==> src/decimal_seven_segment_digit_emitter_top_macros.svh <==
// ----------------------------------------------------------------------------
// Assertion macros for the decimal seven segment digit emitter
// Expect clk and rst in the scope where they are used.
// ----------------------------------------------------------------------------
`ifndef DECIMAL_SEVEN_SEGMENT_DIGIT_EMITTER_TOP_MACROS_SVH
`define DECIMAL_SEVEN_SEGMENT_DIGIT_EMITTER_TOP_MACROS_SVH

// Same-cycle implication
`define DSD_ASSERT_IMP(label, ante, cons) \
  label: assert property (@(posedge clk) disable iff (rst) (ante) |-> (cons)) \
    else $error("dsd assertion failed");

// Next-cycle implication
`define DSD_ASSERT_NXT(label, ante, cons) \
  label: assert property (@(posedge clk) disable iff (rst) (ante) |=> (cons)) \
    else $error("dsd assertion failed");

`endif

==> src/dsd_pkg.sv <==
// ----------------------------------------------------------------------------
// dsd_pkg
// Shared constants, command/status types and the segment table.
// ----------------------------------------------------------------------------
`default_nettype none

package dsd_pkg;

  localparam int MAX_DIGITS_DEF = 10;
  localparam int VALUE_BITS_DEF = 31;

  localparam int DIGIT_W = 4;
  localparam int SEG_W   = 7;
  localparam int POS_W   = 4;
  localparam int OUT_W   = 16;

  typedef struct packed {
    logic load;
    logic shift;
    logic skip;
    logic emit;
  } dsd_cmd_t;

  typedef struct packed {
    logic conv_last;
    logic lead_zero;
    logic last;
    logic out_free;
  } dsd_stat_t;

  // bit 6 upper left, 5 top, 4 upper right, 3 lower left, 2 middle,
  // 1 lower right, 0 bottom
  function automatic logic [SEG_W-1:0] seg_of(input logic [DIGIT_W-1:0] d);
    logic [SEG_W-1:0] s;
    case (d)
      4'd0: s = 7'b1111011;
      4'd1: s = 7'b0010010;
      4'd2: s = 7'b0111101;
      4'd3: s = 7'b0110111;
      4'd4: s = 7'b1010110;
      4'd5: s = 7'b1100111;
      4'd6: s = 7'b1101111;
      4'd7: s = 7'b0110010;
      4'd8: s = 7'b1111111;
      4'd9: s = 7'b1110111;
      default: s = '0;
    endcase
    return s;
  endfunction

endpackage

`default_nettype wire

==> src/dsd_ctrl.sv <==
// ----------------------------------------------------------------------------
// dsd_ctrl
// Sequencer: accept, convert bit by bit, skip leading zeros, emit digits.
// ----------------------------------------------------------------------------
`default_nettype none
`include "decimal_seven_segment_digit_emitter_top_macros.svh"

module dsd_ctrl
  import dsd_pkg::*;
(
  input  wire logic      clk,
  input  wire logic      rst,
  input  wire logic      s_tvalid,
  output logic           s_tready,
  input  wire dsd_stat_t stat,
  output dsd_cmd_t       cmd
);

  localparam logic [1:0] ST_IDLE = 2'd0;
  localparam logic [1:0] ST_CONV = 2'd1;
  localparam logic [1:0] ST_SKIP = 2'd2;
  localparam logic [1:0] ST_EMIT = 2'd3;

  logic [1:0] state;
  logic [1:0] state_next;

  assign s_tready = (state == ST_IDLE);

  always_comb begin
    state_next = state;
    cmd        = '0;
    case (state)
      ST_IDLE: begin
        if (s_tvalid) begin
          cmd.load   = 1'b1;
          state_next = ST_CONV;
        end
      end
      ST_CONV: begin
        cmd.shift = 1'b1;
        if (stat.conv_last) begin
          state_next = ST_SKIP;
        end
      end
      ST_SKIP: begin
        if (stat.lead_zero) begin
          cmd.skip = 1'b1;
        end else begin
          state_next = ST_EMIT;
        end
      end
      ST_EMIT: begin
        if (stat.out_free) begin
          cmd.emit = 1'b1;
          if (stat.last) begin
            state_next = ST_IDLE;
          end
        end
      end
      default: state_next = ST_IDLE;
    endcase
  end

  always_ff @(posedge clk) begin
    if (rst) begin
      state <= ST_IDLE;
    end else begin
      state <= state_next;
    end
  end

  `DSD_ASSERT_IMP(a_emit_slot_free, cmd.emit, stat.out_free)
  `DSD_ASSERT_NXT(a_conv_to_skip, (state == ST_CONV) && stat.conv_last, state == ST_SKIP)
  `DSD_ASSERT_NXT(a_last_to_idle, cmd.emit && stat.last, state == ST_IDLE)
  `DSD_ASSERT_IMP(a_no_skip_on_last, cmd.skip, !stat.last)

endmodule

`default_nettype wire

==> src/dsd_datapath.sv <==
// ----------------------------------------------------------------------------
// dsd_datapath
// Shift-and-add-3 binary to BCD converter, digit pointer and output register.
// ----------------------------------------------------------------------------
`default_nettype none

module dsd_datapath
  import dsd_pkg::*;
#(
  parameter int MAX_DIGITS = MAX_DIGITS_DEF,
  parameter int VALUE_BITS = VALUE_BITS_DEF
) (
  input  wire logic                  clk,
  input  wire logic                  rst,
  input  wire logic [VALUE_BITS-1:0] value,
  input  wire dsd_cmd_t              cmd,
  output dsd_stat_t                  stat,
  output logic                       m_tvalid,
  input  wire logic                  m_tready,
  output logic [DIGIT_W-1:0]         digit_value,
  output logic [SEG_W-1:0]           segment_pattern,
  output logic [POS_W-1:0]           digit_position,
  output logic                       last_digit
);

  localparam int BCD_DIGITS = (VALUE_BITS * 30103) / 100000 + 1;
  localparam int BCD_W      = BCD_DIGITS * DIGIT_W;
  localparam int IDX_W      = (BCD_DIGITS > 1) ? $clog2(BCD_DIGITS) : 1;
  localparam int TOP_IDX    = ((MAX_DIGITS < BCD_DIGITS) ? MAX_DIGITS : BCD_DIGITS) - 1;
  localparam int CNT_W      = $clog2(VALUE_BITS + 1);

  logic [VALUE_BITS-1:0] val;
  logic [BCD_W-1:0]      bcd;
  logic [BCD_W-1:0]      bcd_adj;
  logic [CNT_W-1:0]      cnt;
  logic [IDX_W-1:0]      idx;
  logic [POS_W-1:0]      pos;
  logic [DIGIT_W-1:0]    cur_digit;
  logic                  high_nz;

  // add 3 to every digit of 5 or more before the shift
  always_comb begin
    for (int i = 0; i < BCD_DIGITS; i++) begin
      if (bcd[i*DIGIT_W +: DIGIT_W] >= 4'd5) begin
        bcd_adj[i*DIGIT_W +: DIGIT_W] = bcd[i*DIGIT_W +: DIGIT_W] + 4'd3;
      end else begin
        bcd_adj[i*DIGIT_W +: DIGIT_W] = bcd[i*DIGIT_W +: DIGIT_W];
      end
    end
  end

  // digits above the display window are dropped; if any is nonzero, the
  // window shows all its positions, zeros included
  always_comb begin
    high_nz = 1'b0;
    for (int i = TOP_IDX + 1; i < BCD_DIGITS; i++) begin
      high_nz = high_nz | (bcd[i*DIGIT_W +: DIGIT_W] != '0);
    end
  end

  assign cur_digit = bcd[idx*DIGIT_W +: DIGIT_W];

  assign stat.conv_last = (cnt == CNT_W'(1));
  assign stat.last      = (idx == '0);
  assign stat.lead_zero = !high_nz && (idx != '0) && (cur_digit == '0);
  assign stat.out_free  = !m_tvalid || m_tready;

  always_ff @(posedge clk) begin
    if (cmd.load) begin
      val <= value;
      bcd <= '0;
      cnt <= CNT_W'(VALUE_BITS);
      idx <= IDX_W'(TOP_IDX);
      pos <= '0;
    end else if (cmd.shift) begin
      bcd <= {bcd_adj[BCD_W-2:0], val[VALUE_BITS-1]};
      val <= {val[VALUE_BITS-2:0], 1'b0};
      cnt <= cnt - CNT_W'(1);
    end else if (cmd.skip) begin
      idx <= idx - IDX_W'(1);
    end else if (cmd.emit) begin
      idx <= idx - IDX_W'(1);
      pos <= pos + POS_W'(1);
    end
  end

  // output register, payload loads on emit
  always_ff @(posedge clk) begin
    if (cmd.emit) begin
      digit_value     <= cur_digit;
      segment_pattern <= seg_of(cur_digit);
      digit_position  <= pos;
      last_digit      <= (idx == '0);
    end
  end

  always_ff @(posedge clk) begin
    if (rst) begin
      m_tvalid <= 1'b0;
    end else if (cmd.emit) begin
      m_tvalid <= 1'b1;
    end else if (m_tready) begin
      m_tvalid <= 1'b0;
    end
  end

endmodule

`default_nettype wire

==> src/decimal_seven_segment_digit_emitter_top.sv <==
// ----------------------------------------------------------------------------
// decimal_seven_segment_digit_emitter_top
// Binary to decimal digits, most significant first, with segment patterns.
//
//   port group   dir  payload
//   s_t*         in   value (one transaction per number)
//   m_t*         out  one digit per transaction, tlast on the last digit
//
// An item takes VALUE_BITS steps of shift-and-add-3 conversion, then one
// step per display position from min(MAX_DIGITS, BCD size) down to the
// last digit (leading zeros skipped, digits emitted), plus the accept and
// skip-to-emit sequencing steps. Reset clears the sequencer and the output
// valid. A stalled output holds digit emission; the next value is taken once
// the last digit is registered.
// ----------------------------------------------------------------------------
`default_nettype none

module decimal_seven_segment_digit_emitter_top
  import dsd_pkg::*;
#(
  parameter int MAX_DIGITS = MAX_DIGITS_DEF,
  parameter int VALUE_BITS = VALUE_BITS_DEF
) (
  input  wire logic                              clk,
  input  wire logic                              rst,
  input  wire logic                              s_tvalid,
  output logic                                   s_tready,
  input  wire logic [((VALUE_BITS+7)/8)*8-1:0]   s_tdata,  // value
  output logic                                   m_tvalid,
  input  wire logic                              m_tready,
  // digit_value, segment_pattern, digit_position
  output logic [OUT_W-1:0]                       m_tdata,
  output logic                                   m_tlast   // last_digit
);

  dsd_cmd_t            cmd;
  dsd_stat_t           stat;
  logic [DIGIT_W-1:0]  digit_value;
  logic [SEG_W-1:0]    segment_pattern;
  logic [POS_W-1:0]    digit_position;

  dsd_ctrl u_ctrl (
    .clk      (clk),
    .rst      (rst),
    .s_tvalid (s_tvalid),
    .s_tready (s_tready),
    .stat     (stat),
    .cmd      (cmd)
  );

  dsd_datapath #(
    .MAX_DIGITS (MAX_DIGITS),
    .VALUE_BITS (VALUE_BITS)
  ) u_datapath (
    .clk             (clk),
    .rst             (rst),
    .value           (s_tdata[VALUE_BITS-1:0]),
    .cmd             (cmd),
    .stat            (stat),
    .m_tvalid        (m_tvalid),
    .m_tready        (m_tready),
    .digit_value     (digit_value),
    .segment_pattern (segment_pattern),
    .digit_position  (digit_position),
    .last_digit      (m_tlast)
  );

  assign m_tdata = {1'b0, digit_position, segment_pattern, digit_value};

endmodule

`default_nettype wire
==> config.mk <==
export PLATFORM = sky130hd
export DESIGN_NAME = decimal_seven_segment_digit_emitter_top
export DESIGN_NICKNAME = d
export VERILOG_FILES = /design/src/dsd_pkg.sv /design/src/dsd_ctrl.sv /design/src/dsd_datapath.sv /design/src/decimal_seven_segment_digit_emitter_top.sv
export VERILOG_INCLUDE_DIRS = /design/src /design/src/src
export SDC_FILE = /design/constraint.sdc
export NUM_CORES = 1
export LEC_CHECK = 0
export BUFFER_PORTS_ARGS = -buffer_cell sky130_fd_sc_hd__buf_2
export CAP_MARGIN = 30
export CORE_MARGIN = 5
export CORE_UTILIZATION = 23
export CTS_BUF_LIST = sky130_fd_sc_hd__clkbuf_8 sky130_fd_sc_hd__clkbuf_16
export CTS_CLUSTER_SIZE = 16
export DETAILED_ROUTE_END_ITERATION = 10
export PLACE_DENSITY_LB_ADDON = 0.25
export RECOVER_POWER = 25
export SLEW_MARGIN = 20
export SYNTH_ARGS = -nofsm -noshare
export SYNTH_HDL_FRONTEND = slang
export SYNTH_SLANG_ARGS = --single-unit
==> constraint.sdc <==
create_clock -name clk -period 3.1 [get_ports clk]
set_input_delay 0 -clock clk [delete_from_list [all_inputs] [get_ports clk]]
set_output_delay 0 -clock clk [all_outputs]
set_load 0.01 [all_outputs]
======== Word level (Yosys, flattened, before mapping) ========
Memory sizes are Yosys's and may differ from the RTL's. A register that Yosys moved wholly into a read port is not among the register bits.
Index checks and enable logic that the tools add are counted.
storage, ports and cells
  ROM bits ................................ 112
  register bits after elaboration ......... 96
  memories ................................ 1
cells by class
  multiplexer cells ....................... 29
  shift operators ......................... 1
  $lt $le $gt $ge ......................... 10
  bitwise operators ....................... 2
  eq/ne operators ......................... 9
  reduce and logical (&&, ||, !) cells .... 13
  add/subtract/negate cells ............... 13
memories
  memory           words  width  read ports  clocked after memory_dff  write ports  line           text
  (no name shown)  16     7      1           1                         0            dsd_pkg.sv:35  case (d)
operators with widths
  operator                                             number
  two-way mux 31 bit                                   2
  two-way mux 4 bit                                    11
  >= comparator 4 x 3 -> 1 bit, second input constant  10
  indexed part select 40 x 7 -> 4 bit                  1
  adder 4 x 2 -> 4 bit, second input constant          9
  two-way mux 2 bit                                    5
  inequality test 2 bit, second input constant         5
  two-way mux 1 bit                                    9
  logical NOT 4 bit                                    2
  one-hot mux 2 bit (4 select lines)                   1
  nonzero test 2 bit                                   3
  == test 5 x 1 -> 1 bit, second input constant        1
  AND reduction 5 bit                                  1
  subtractor 5 x 1 -> 5 bit, second input constant     1
  adder 4 x 1 -> 4 bit, second input constant          1
  == test 2 bit, second input constant                 2
  nonzero test 4 bit                                   1
  subtractor 4 x 1 -> 4 bit, second input constant     1
  adder 3 x 2 -> 3 bit, second input constant          1
  two-way mux 3 bit                                    1
  AND reduction 3 bit                                  1
  == test 2 x 1 -> 1 bit, second input constant        1
  logical NOT 2 bit                                    1
  inverter 1 bit                                       2
  4 further kinds                                      4

======== Depth between registers and ports, before layout ========
  depth in word-level cells ............... 7
  gate-level depth with buffers ........... 12
  depth with buffers taken out ............ 10

======== By module ========
A second synthesis with hierarchy kept.
second synthesis, totals
  cells, all modules ...................... 507
  area total of the unflattened synthesis .. 5444.0 um^2
by module, submodules not included
  module                                   area each (um^2)  times used  seq. area each (um^2)  cells an instance
  dsd_datapath                             5218.8            1           2492.4                 483
  dsd_ctrl                                 214.0             1           40.0                   22
  decimal_seven_segment_digit_emitter_top  11.3              1           0.0                    2

======== Least setup slack after synthesis ========
Ideal clock, no wire load.
  path kind ............................... register to register
  start ................................... register u_datapath.idx[0]
  end ..................................... register u_datapath.idx[1]
  cell stages (with the launch flop) ...... 12
  setup slack ............................. 0.204 ns
  data required time ...................... 2.977 ns
  arrival ................................. 2.773 ns
  clock period less this slack ............ 2.896 ns
  path through ............................ dfxtp_1 buf_6 buf_2 mux4_2 a22oi_1 nor2_1 a21oi_1 ha_1 o21a_1 o21ai_2 o41ai_4 mux2_1
on the way
  longest elaborated chain between the ends .. 7
ends and longest elaborated chain
  element                               line                text
  start: declaration                    dsd_datapath.sv:36  logic [IDX_W-1:0] idx;
  start signal: assignment              dsd_datapath.sv:73  idx <= IDX_W'(TOP_IDX);
  start signal: assignment              dsd_datapath.sv:80  idx <= idx - IDX_W'(1);
  start signal: assignment              dsd_datapath.sv:82  idx <= idx - IDX_W'(1);
  indexed part select 40 x 7 -> 4 bit   dsd_datapath.sv:61  assign cur_digit = bcd[idx*DIGIT_W +: DIGIT_W];
  logical NOT 4 bit                     dsd_datapath.sv:65  assign stat.lead_zero = !high_nz && (idx != '0) && (cur_digit == '0);
  logical AND 1 bit                     dsd_datapath.sv:65
  two-way mux 1 bit                     dsd_ctrl.sv:46      if (stat.lead_zero) begin
  two-way mux 1 bit                     dsd_ctrl.sv:32      case (state)
  nonzero test 2 bit (no source line)   -
  AND reduction 2 bit (no source line)  -
Several ways; a longest one is shown, not always the timed one. The select of a mux whose other input is x is not followed.
A chain may end at the register's enable or synchronous reset.

======== Final worst setup path ========
Same ends and word-level chain as after synthesis.

==> results.yml <==
sta:
  worst_slew_pin_slew_ns: 0.900
  drv_slew: 0
  rsz0062_at_grt: "no"
  fin_worst_skew_ns: 0.00636
  hold_violations: 0
  setup_violations: 0
  fmaxAchievable_ghz: 0.357
  fin_tns_setup_ns: 0
  period_minus_slack_ns: 2.80
  slew_headroom_pct: 40.0
  fin_crit_sh_pct: 90.4
grt:
  global_route.usage.met2_pct: 14.1
  track_usage_pct: 8.75
  grt_busiest_layer: "met2"
  antenna_found_initial: 0
  overflow: 0
  use_met1_pct: 11.6
  use_met3_pct: 1.86
  grt_pass1_vias: 4029
  grt_max_degree: 46
  grt_pass1_wl_mm: 20.4
synthesis:
  ys_warn_count: 0
  netlist.area_leader.share_pct: 25.1
  syn_nets: 663
  synthDistinctLibCells: 60
  yosys-top-cells-count: "nand2_1 (128), dfxtp_1 (56), edfxtp_1 (47)"
  synth_edf_count: 47
  synth_top_flop_cell: "dfxtp_1"
  synth_most_common_cell: "nand2_1"
  ys_ff_latch: 103
  synth_area_leader_cell: "edfxtp_1"
  ys_seq_area_share_pct: 45.0
  synthArstFlopShare_pct: 0
  netlist_top_cells_area: "edfxtp_1 (25%), dfxtp_1 (20%), nand2_1 (8.5%)"
  avgSynthCellArea_sq_um: 9.47
  postSynthCellCount: 594
  syn-cell-area_sq_um: 5630
critical_path:
  cpPeakStageDelay_ns: 0.55
  r2r_cells: 9
  worstPathCellList: "mux4_2 > a22oi_1 > nor2_1 > a21oi_1 > ha_1 > o21a_1 > o21ai_2 > o41ai_4 > mux2_1"
  crit_path_end_kind: "flop"
  reg2reg_slack_ns: 0.30
  worstPathMaxFanout: 8
  cp-start-kind: "flop"
  crit_type: "flop to flop"
  cp_slowest_cell: "mux4_2"
  crit_arrival_ns: 3.05
  worstPathRequired_ns: 3.34
layout:
  drive_above_1_share_pct: 13.0
  nNetsFinal: 743
  nFillCells: 2548
  fin_cells: 1003
  antenna_cells: 0
  area_growth_pct: 22.2
route:
  drt_iter0_markers: 206
  via_count: 4242
  wl_per_cell_microns: 12.2
  ant_nets: 0
  drt-pass1-iter-count: 6
  viasPerCell: 4.23
  routed_wl_mm: 12.3
  drt_drc_violations_left: 0
floorplanning:
  rows: 57
  dieArea_sq_um: 27700
  die_w_microns: 166
  io_pins: 55
  core-area_sq_um: 24200
  start_util_pct: 23.3
  fp.dieH_microns: 166
power:
  finalPower_w: 0.00458
  pwr_density_cell_nw_per_um2: 666
  peakVddDrop_mv: 0.377
  power.leakage_nw: 2.67
hold_path:
  holdPathStages: 2
  worstHoldPathType: "input pin to flop"
run:
  maxCapViolCount: 0
clocking:
  cts_sinks: 103
  clock_latency_ns: 0.35
  ctsRootBufferMaster: "clkbuf_16"
  clock_path_buffers: 2
  h-tree-depth: 3
  clk_pin_slew_ns: 0.08
  cts_tree: "built"
  cts_buffers: 9
run_status:
  status: "finished clean"
place:
  dpl.hpwl_mm: 8.25
  dp.cells: 954
  port_buffers: 52
  gp_congestion: 0.726
==> metal layers <==
layer / share of wire [%] / vias to the layer above
li1: - / 2204
met1: 50 / 1988
met2: 46 / 37
met3: 2.4 / 13
met4: 1.5 / 0
met5: 0 / -
==> layout by cell type, fill, tap and decap left out, types with 12 or more instances in the layout <==
cell type and instances:
a21oi_1 35, buf_2 34, buf_4 12, clkbuf_1 18, dfxtp_1 55, dlygate4sd3_1 33, edfxtp_1 47, ha_1 33
inv_1 36, mux2i_1 24, nand2_1 128, nand2b_1 36, nand3_1 22, nor2_1 20, o21ai_0 24, xnor2_1 21
==> logic make-up (layout without fill, tap and decap cells) <==
group                    count (synthesis)  after routing  synth area share [%]
AO/OA/AOI/OAI                          108            108                  13.3
XOR/XNOR                                22             22                  3.43
adder cells (fa/ha/maj)                 33             33                  7.34
buffers and inverters                   66            151                  4.74
flip-flops                             103            103                  45.0
multiplexers                            34             34                  7.54
other                                    1              1                0.0667
AND/OR/NAND/NOR                        227            227                  18.5
==> registers in the layout, indices dropped and copies added (netlist names) <==
register                    cells
u_datapath.bcd                 40
u_datapath.val                 31
u_datapath.segment_pattern      7
u_datapath.cnt                  5
u_datapath.digit_position       4
u_datapath.digit_value          4
u_datapath.idx                  4
u_datapath.pos                  4
u_ctrl.state                    2
u_datapath.last_digit           1
u_datapath.m_tvalid             1
==> through the flow <==
step | setup WS [ns] | cell area, sq um | hold WS [ns] | util (%)
6_report | 0.296 | 6870 | 0.0350 | 28.4
5_1_grt | 0.0880 | 6870 | 0.0271 | 28.4
4_1_cts | 0.0950 | 6900 | 0.0245 | 28.5
3_5_place_dp | 0.107 | 6260 | 0.252 | 25.9
3_3_place_gp | 0.183 | 6260 | 0.239 | 25.9
2_1_floorplan | 0.204 | 5630 | 0.0691 | -
==> worst max-delay path: cells and delay by family (launching register included) <==
kind | cells | cell delay [ns]
flops | 1 | 0.46
fa+ha+maj | 1 | 0.24
simple gates | 1 | 0.07
compound gates | 5 | 1.03
mux | 2 | 0.90
==> cell type report <==
cell class / instances / area [sq um] / area share [%]
clock inverter: 7 / 78.8 / 1.15
sequential: 103 / 2530 / 36.9
inverter: 37 / 139 / 2.02
clock buffer: 9 / 225 / 3.28
tap: 324 / 405 / 5.90
multi-input combinational: 425 / 2830 / 41.1
timing repair buffer: 98 / 663 / 9.65
==> what timing repair did <==
action	CTS	global route
endpoints found under the setup margin	0	1
endpoints found under the hold margin	34	0
buffers inserted	0	0
hold buffers	33	0
resized for setup	0	1
==> worst paths after layout <==
check                     from                            to
max reg2reg  u_datapath.idx[0]             u_datapath.idx[1]
max          u_datapath.idx[0]             u_datapath.idx[1]
min                   s_tvalid             u_datapath.val[0]
min reg2reg  u_datapath.pos[3]  u_datapath.digit_position[3]
==> where the power goes <==
group	internal, W	switching, W
clock network	0.000636	0.000543
registers	0.00184	0.000124
logic	0.000524	0.000914
(Power assumes the default switching activity.)
